`config.mk`:
```
export PLATFORM = sky130hd
export DESIGN_NAME = ntps_ctrl
export DESIGN_NICKNAME = d
export VERILOG_FILES = /design/src/ntps_pkg.sv /design/src/ntps_ctrl.sv
export SDC_FILE = /design/constraint.sdc
export NUM_CORES = 1
export LEC_CHECK = 0
export BUFFER_PORTS_ARGS = -buffer_cell sky130_fd_sc_hd__buf_2
export CORE_UTILIZATION = 52
export CTS_CLUSTER_SIZE = 12
export DETAILED_ROUTE_END_ITERATION = 12
export PLACE_DENSITY_LB_ADDON = 0.15
export SLEW_MARGIN = 0
export SYNTH_ARGS = -nofsm -noshare
export SYNTH_HDL_FRONTEND = slang
export SYNTH_SLANG_ARGS = --single-unit
```
`constraint.sdc`:
```
create_clock -name clk_i -period 1.94 [get_ports clk_i]
set_input_delay 0.194 -clock clk_i [delete_from_list [all_inputs] [get_ports clk_i]]
set_output_delay 0.194 -clock clk_i [all_outputs]
set_load 0.005 [all_outputs]
```
`src/ntps_pkg.sv`:
```
// shared types, constants and tables of the nonlinear thermal plant step
`timescale 1ns / 1ps

package ntps_pkg;

  localparam int FRAC_BITS_DEF    = 16;
  localparam int CORDIC_ITERS_DEF = 18;

  localparam int DW        = 32;
  localparam int CW        = 35;
  localparam int PW        = 64;
  localparam int AW        = 66;
  localparam int CNT_W     = 5;
  localparam int CFG_IDX_W = 3;
  localparam int ATAN_LEN  = 24;
  localparam int RED_STEPS = 3;

  localparam logic [CFG_IDX_W-1:0] CFG_GAIN_A      = 3'd0;
  localparam logic [CFG_IDX_W-1:0] CFG_GAIN_B      = 3'd1;
  localparam logic [CFG_IDX_W-1:0] CFG_GAIN_C      = 3'd2;
  localparam logic [CFG_IDX_W-1:0] CFG_GAIN_D      = 3'd3;
  localparam logic [CFG_IDX_W-1:0] CFG_Y_INIT      = 3'd4;
  localparam logic [CFG_IDX_W-1:0] CFG_Y_BEF_INIT  = 3'd5;

  localparam logic signed [DW-1:0] GAIN_A_RST     = 32'sd52429;
  localparam logic signed [DW-1:0] GAIN_B_RST     = 32'sd13107;
  localparam logic signed [DW-1:0] GAIN_C_RST     = 32'sd19661;
  localparam logic signed [DW-1:0] GAIN_D_RST     = 32'sd6554;
  localparam logic signed [DW-1:0] Y_INIT_RST     = 32'sd1310720;
  localparam logic signed [DW-1:0] Y_BEF_INIT_RST = 32'sd1179648;

  // angles in q5.30
  localparam logic signed [CW-1:0] TWO_PI_Q30  = 35'sh1_921F_B544;
  localparam logic signed [CW-1:0] PI_Q30      = 35'sh0_C90F_DAA2;
  localparam logic signed [CW-1:0] HALF_PI_Q30 = 35'sh0_6487_ED51;
  localparam logic signed [CW-1:0] KGAIN_Q30   = 35'sh0_26DD_3B6A;

  localparam logic signed [AW-1:0] Y_MAX = 66'sh0_7FFF_FFFF;
  localparam logic signed [AW-1:0] Y_MIN = -66'sh0_8000_0000;
  localparam logic signed [PW-1:0] SQ_MAX = 64'sh7FFF_FFFF;

  localparam logic [31:0] ATAN_TBL [ATAN_LEN] = '{
    32'd843314857, 32'd497837829, 32'd263043837, 32'd133525159, 32'd67021687,
    32'd33543516, 32'd16775851, 32'd8388437, 32'd4194283, 32'd2097149,
    32'd1048576, 32'd524288, 32'd262144, 32'd131072, 32'd65536,
    32'd32768, 32'd16384, 32'd8192, 32'd4096, 32'd2048,
    32'd1024, 32'd512, 32'd256, 32'd128
  };

  typedef enum logic [2:0] {
    MUL_NONE,
    MUL_SQ,
    MUL_A,
    MUL_B,
    MUL_C,
    MUL_D
  } mul_op_e;

  typedef enum logic [1:0] {
    ACC_NONE,
    ACC_SQ,
    ACC_ADD,
    ACC_SUB
  } acc_op_e;

  typedef struct packed {
    logic             accept;
    logic             red_step;
    logic             wrap;
    logic             fold;
    logic             cord_step;
    logic [CNT_W-1:0] cord_idx;
    logic             sin_round;
    mul_op_e          mul_op;
    acc_op_e          acc_op;
    logic             finish;
  } ntps_cmd_t;

  function automatic logic signed [CW-1:0] atan_lookup(input logic [CNT_W-1:0] idx);
    logic signed [CW-1:0] res;
    res = '0;
    if (idx < CNT_W'(ATAN_LEN)) begin
      res = $signed({3'b000, ATAN_TBL[idx]});
    end
    return res;
  endfunction

endpackage

```
`src/ntps_ctrl.sv`:
```
// sequencer of the plant step: reduction, cordic and multiply phases
`timescale 1ns / 1ps

module ntps_ctrl #(
  parameter int CORDIC_ITERS = ntps_pkg::CORDIC_ITERS_DEF
) (
  input  logic                clk_i,
  input  logic                rst_ni,
  input  logic                in_valid_i,
  output logic                in_ready_o,
  output logic                out_valid_o,
  input  logic                out_ready_i,
  output ntps_pkg::ntps_cmd_t cmd_o
);

  localparam int CNT_W = ntps_pkg::CNT_W;
  localparam logic [2:0] MCNT_DONE = 3'd5;

  localparam logic [3:0] S_IDLE = 4'd0;
  localparam logic [3:0] S_RED  = 4'd1;
  localparam logic [3:0] S_WRAP = 4'd2;
  localparam logic [3:0] S_FOLD = 4'd3;
  localparam logic [3:0] S_CORD = 4'd4;
  localparam logic [3:0] S_SIN  = 4'd5;
  localparam logic [3:0] S_MULD = 4'd6;
  localparam logic [3:0] S_ACCD = 4'd7;
  localparam logic [3:0] S_SAT  = 4'd8;

  logic [3:0]        state_q, state_d;
  logic [CNT_W-1:0]  cnt_q, cnt_d;
  logic [2:0]        mcnt_q, mcnt_d;
  ntps_pkg::mul_op_e mop_q;
  logic              out_valid_q, out_valid_d;
  ntps_pkg::ntps_cmd_t cmd;

  always_comb begin
    state_d     = state_q;
    cnt_d       = cnt_q;
    mcnt_d      = mcnt_q;
    cmd         = '0;
    cmd.mul_op  = ntps_pkg::MUL_NONE;
    cmd.acc_op  = ntps_pkg::ACC_NONE;
    cmd.cord_idx = cnt_q;
    in_ready_o  = 1'b0;

    // products that do not need the sine run ahead of the sine product
    if (state_q != S_IDLE) begin
      case (mcnt_q)
        3'd0:    cmd.mul_op = ntps_pkg::MUL_SQ;
        3'd1:    cmd.mul_op = ntps_pkg::MUL_A;
        3'd2:    cmd.mul_op = ntps_pkg::MUL_B;
        3'd3:    cmd.mul_op = ntps_pkg::MUL_C;
        default: cmd.mul_op = ntps_pkg::MUL_NONE;
      endcase
      if (mcnt_q != MCNT_DONE) begin
        mcnt_d = mcnt_q + 3'd1;
      end
    end

    case (mop_q) inside
      ntps_pkg::MUL_SQ:                                     cmd.acc_op = ntps_pkg::ACC_SQ;
      ntps_pkg::MUL_A, ntps_pkg::MUL_C, ntps_pkg::MUL_D:   cmd.acc_op = ntps_pkg::ACC_ADD;
      ntps_pkg::MUL_B:                                      cmd.acc_op = ntps_pkg::ACC_SUB;
      default:                                              cmd.acc_op = ntps_pkg::ACC_NONE;
    endcase

    unique case (state_q)
      S_IDLE: begin
        in_ready_o = 1'b1;
        if (in_valid_i) begin
          cmd.accept = 1'b1;
          cnt_d      = '0;
          mcnt_d     = '0;
          state_d    = S_RED;
        end
      end
      S_RED: begin
        cmd.red_step = 1'b1;
        cnt_d        = cnt_q + CNT_W'(1);
        if (cnt_q == CNT_W'(ntps_pkg::RED_STEPS - 1)) begin
          state_d = S_WRAP;
        end
      end
      S_WRAP: begin
        cmd.wrap = 1'b1;
        state_d  = S_FOLD;
      end
      S_FOLD: begin
        cmd.fold = 1'b1;
        cnt_d    = '0;
        state_d  = S_CORD;
      end
      S_CORD: begin
        cmd.cord_step = 1'b1;
        cnt_d         = cnt_q + CNT_W'(1);
        if (cnt_q == CNT_W'(CORDIC_ITERS - 1)) begin
          state_d = S_SIN;
        end
      end
      S_SIN: begin
        cmd.sin_round = 1'b1;
        state_d       = S_MULD;
      end
      S_MULD: begin
        cmd.mul_op = ntps_pkg::MUL_D;
        state_d    = S_ACCD;
      end
      S_ACCD: begin
        state_d = S_SAT;
      end
      S_SAT: begin
        if (!out_valid_q || out_ready_i) begin
          cmd.finish = 1'b1;
          state_d    = S_IDLE;
        end
      end
      default: begin
        state_d = S_IDLE;
      end
    endcase

    if (cmd.finish) begin
      out_valid_d = 1'b1;
    end else if (out_ready_i) begin
      out_valid_d = 1'b0;
    end else begin
      out_valid_d = out_valid_q;
    end
  end

  always_ff @(posedge clk_i or negedge rst_ni) begin
    if (!rst_ni) begin
      state_q     <= S_IDLE;
      cnt_q       <= '0;
      mcnt_q      <= MCNT_DONE;
      mop_q       <= ntps_pkg::MUL_NONE;
      out_valid_q <= 1'b0;
    end else begin
      state_q     <= state_d;
      cnt_q       <= cnt_d;
      mcnt_q      <= mcnt_d;
      mop_q       <= cmd.mul_op;
      out_valid_q <= out_valid_d;
    end
  end

  assign cmd_o       = cmd;
  assign out_valid_o = out_valid_q;

  a_muld_after_early_products: assert property (@(posedge clk_i) disable iff (!rst_ni)
    (state_q == S_MULD) |-> (mcnt_q == MCNT_DONE))
    else $error("sine product issued while early products pending");

  a_accept_starts_reduction: assert property (@(posedge clk_i) disable iff (!rst_ni)
    (in_valid_i && in_ready_o) |=> (state_q == S_RED))
    else $error("accepted item did not start reduction");

  a_result_from_sat: assert property (@(posedge clk_i) disable iff (!rst_ni)
    $rose(out_valid_q) |-> ($past(state_q) == S_SAT))
    else $error("result raised outside saturation step");

  a_sat_waits: assert property (@(posedge clk_i) disable iff (!rst_ni)
    (state_q == S_SAT && out_valid_q && !out_ready_i) |=> (state_q == S_SAT))
    else $error("result overwritten before it was taken");

endmodule

```
==> results_dict.tcl <==
set metrics [dict create \
    dr.pass1.iters 4 \
    cp_max_fo 13 \
    yosysMostFrequentCell "dfrtp_1" \
    gr-total-overflow 0 \
    coreArea_mm2 0.00176 \
    holdCritPathClass "input pin to flop" \
    rsz0062_at_grt "false" \
    synth_seq_cells 16 \
    dp_hpwl_um 1400 \
    gp_congestion 0.855 \
    vias 816 \
    drv_cap 0 \
    grt_pass1_wl_um 2990 \
    die_area_mm2 0.00208 \
    antenna_left 0 \
    synth_top_area_share 0.354 \
    ir_drop_mv 0.787 \
    synthTopCellsByCount "dfrtp_1 (14), nor2_1 (10), ha_1 (8), inv_1 (8), nand2b_1 (4)" \
    status "completed" \
    area_delta_synth_final_pct 20.4 \
    drc_errors 0 \
    root_buffer "clkbuf_4" \
    n_antenna_cell 0 \
    worstSetupStartpointType "flop" \
    synthesis.area_um2 990 \
    synth-seq-area-share 0.407 \
    slew_headroom 0.760 \
    fp.dieH_um 45.6 \
    synthFlopType "dfrtp_1" \
    grt_use_total 0.203 \
    wl_um 1940 \
    io_buffers 22 \
    viasPerCell 5.40 \
    finalSetupViolCount 0 \
    syn_nets 111 \
    hold_violations 0 \
    slowest_delay_ps 550 \
    num_rows 15 \
    ys_top_cells_by_area "dfrtp_1 (35%), ha_1 (10%), dfstp_2 (5.3%), nor2_1 (3.8%), or4b_1 (3.0%)" \
    dr.first_iter.drc_count 27 \
    p_leak_nw 0.622 \
    htreeDepth 1 \
    final_nets 139 \
    crit_family "simple AND/OR/NAND/NOR gates" \
    synth_enable_flop_cells 0 \
    endpoint_kind "output port" \
    critical_path_class "flop to output port" \
    fin_util 0.675 \
    grt_max_degree 17 \
    rrSetupSlack_ps 190 \
    ys.warnings.count 0 \
    period_share 0.971 \
    clockBufferDepth 2 \
    clkTransAtPathRegs_ps 100 \
    insertion_delay_ps 290 \
    yosysUniqueCellTypes 39 \
    layout_min_cycle_time_ps 1880 \
    crit_chain "or4_4, inv_4, and2_1, buf_2" \
    fin_worst_skew_ps 3.73 \
    fin_cells 151 \
    dieWidth_um 45.6 \
    tns_ps 0 \
    max_freq_mhz 531 \
    synth_area_leader_cell "dfrtp_1" \
    cts_tree "built" \
    cts_made_buffers 3 \
    final_layout_size_suffix_gt1_frac 0.325 \
    dp_cells 142 \
    power-per-cell-area_mw_per_mm2 1630 \
    slowest_stage "or4_4" \
    worst-path-buf-inv 2 \
    antenna_found_initial 0 \
    arrival_ps 1690 \
    critPathRequiredTime_ps 1750 \
    ys_async_sr_fraction 1.00 \
    clock_sinks 16 \
    grt_pass1_vias 716 \
    tightest_slew_ps 361 \
    syn_area_per_cell_um2 10.0 \
    slew_viol_final 0 \
    syn_inst 99 \
    initial_utilization 0.561 \
    wl_per_cell_um 12.8 \
    ios 23 \
]
## final timing paths
| path | end | depth (start not counted) | start |
|---|---|---|---|
| max in group asynchronous | mcnt_q[2] | 2 | rst_ni |
| max reg2reg | state_q[1] | 5 | state_q[3] |
| max | cmd_o[16] | 4 | state_q[3] |
| min reg2reg | cnt_q[4] | 1 | cnt_q[4] |
| min in group asynchronous | state_q[2] | 2 | rst_ni |
| min | mcnt_q[0] | 3 | in_valid_i |
## tightest hold or removal path: stages
cell     delay [ps]
buf_2           140
or3_1           120
o21ai_1          60
## sequential cells by signal, indices dropped and copies added (netlist names)
name	count
cnt_q	5
mop_q	3
out_valid_o	1
mcnt_q	3
state_q	4
## cells in the final DEF, fill, tap and decap left out, types with 2 or more instances in the layout
cell type,n
buf_2,22
dfrtp_1,11
nor2_1,10
inv_1,8
ha_1,8
nand2b_1,4
or4b_1,3
nor3_1,3
nand2_1,3
nand3_1,3
xor2_1,3
o2bb2ai_1,3
clkbuf_4,3
buf_4,3
dfrtp_2,3
o32ai_1,2
nor2b_1,2
o21ai_0,2
xnor2_1,2
a21o_1,2
a21oi_1,2
dfstp_2,2
## cell type report
type                            instances  area, um2
Timing Repair Buffer                   27        155
Fill cell                             163        573
Multi-Input combinational cell         70        526
Tap cell                               25       31.3
Inverter                                9       36.3
Sequential cell                        16        407
Clock buffer                            4       36.3
## per-stage QoR
| step | worst slack, ps | power (mW) | hold slack (ps) | instance area, um2 |
|---|---|---|---|---|
| after floorplan | 330 | 1.34 | -102 | 990 |
| after global placement | 202 | 1.60 | 129 | 1100 |
| after detailed placement | 162 | 1.62 | 132 | 1100 |
| after CTS | 9.18 | 1.89 | 206 | 1160 |
| after global routing | 0.964 | 2.11 | 238 | 1190 |
| final | 56.6 | 1.94 | 217 | 1190 |
## cells by family after synthesis
| kind of cell | after synthesis | share of synthesized area |
|---|---|---|
| AOI/OAI and AO/OA | 20 | 0.164 |
| xor gates and xnor gates | 5 | 0.0443 |
| adders and majority gates | 8 | 0.101 |
| buffers and inverters | 13 | 0.0657 |
| DFF | 16 | 0.407 |
| muxes | 1 | 0.0114 |
| and+or+nand+nor | 36 | 0.206 |
## repair_timing
action | CTS | global route
resized for setup | 4 | 1
pin swaps | 1 | 1
buffers inserted | 1 | 3
endpoints found under the setup margin | 5 | 3
endpoints found under the hold margin | 14 | 0
hold buffers | 1 | 0
gates cloned | 0 | 0
## report_power, final
group	total, mW	switching [mW]	internal [mW]
clock network	0.222	0.108	0.114
registers	0.652	0.165	0.486
logic	1.06	0.540	0.524
total	1.94	0.813	1.12
## routing by layer
layer  part of all wire  global-route usage  vias to the layer above
li1                   -                   -                      405
met1               0.47               0.268                      383
met2               0.48               0.317                       24
met3              0.043              0.0278                        4
met4              0.013               0.115                        0
met5                  0                   0                        -
No activity file was read; power rests on OpenSTA's default activity.
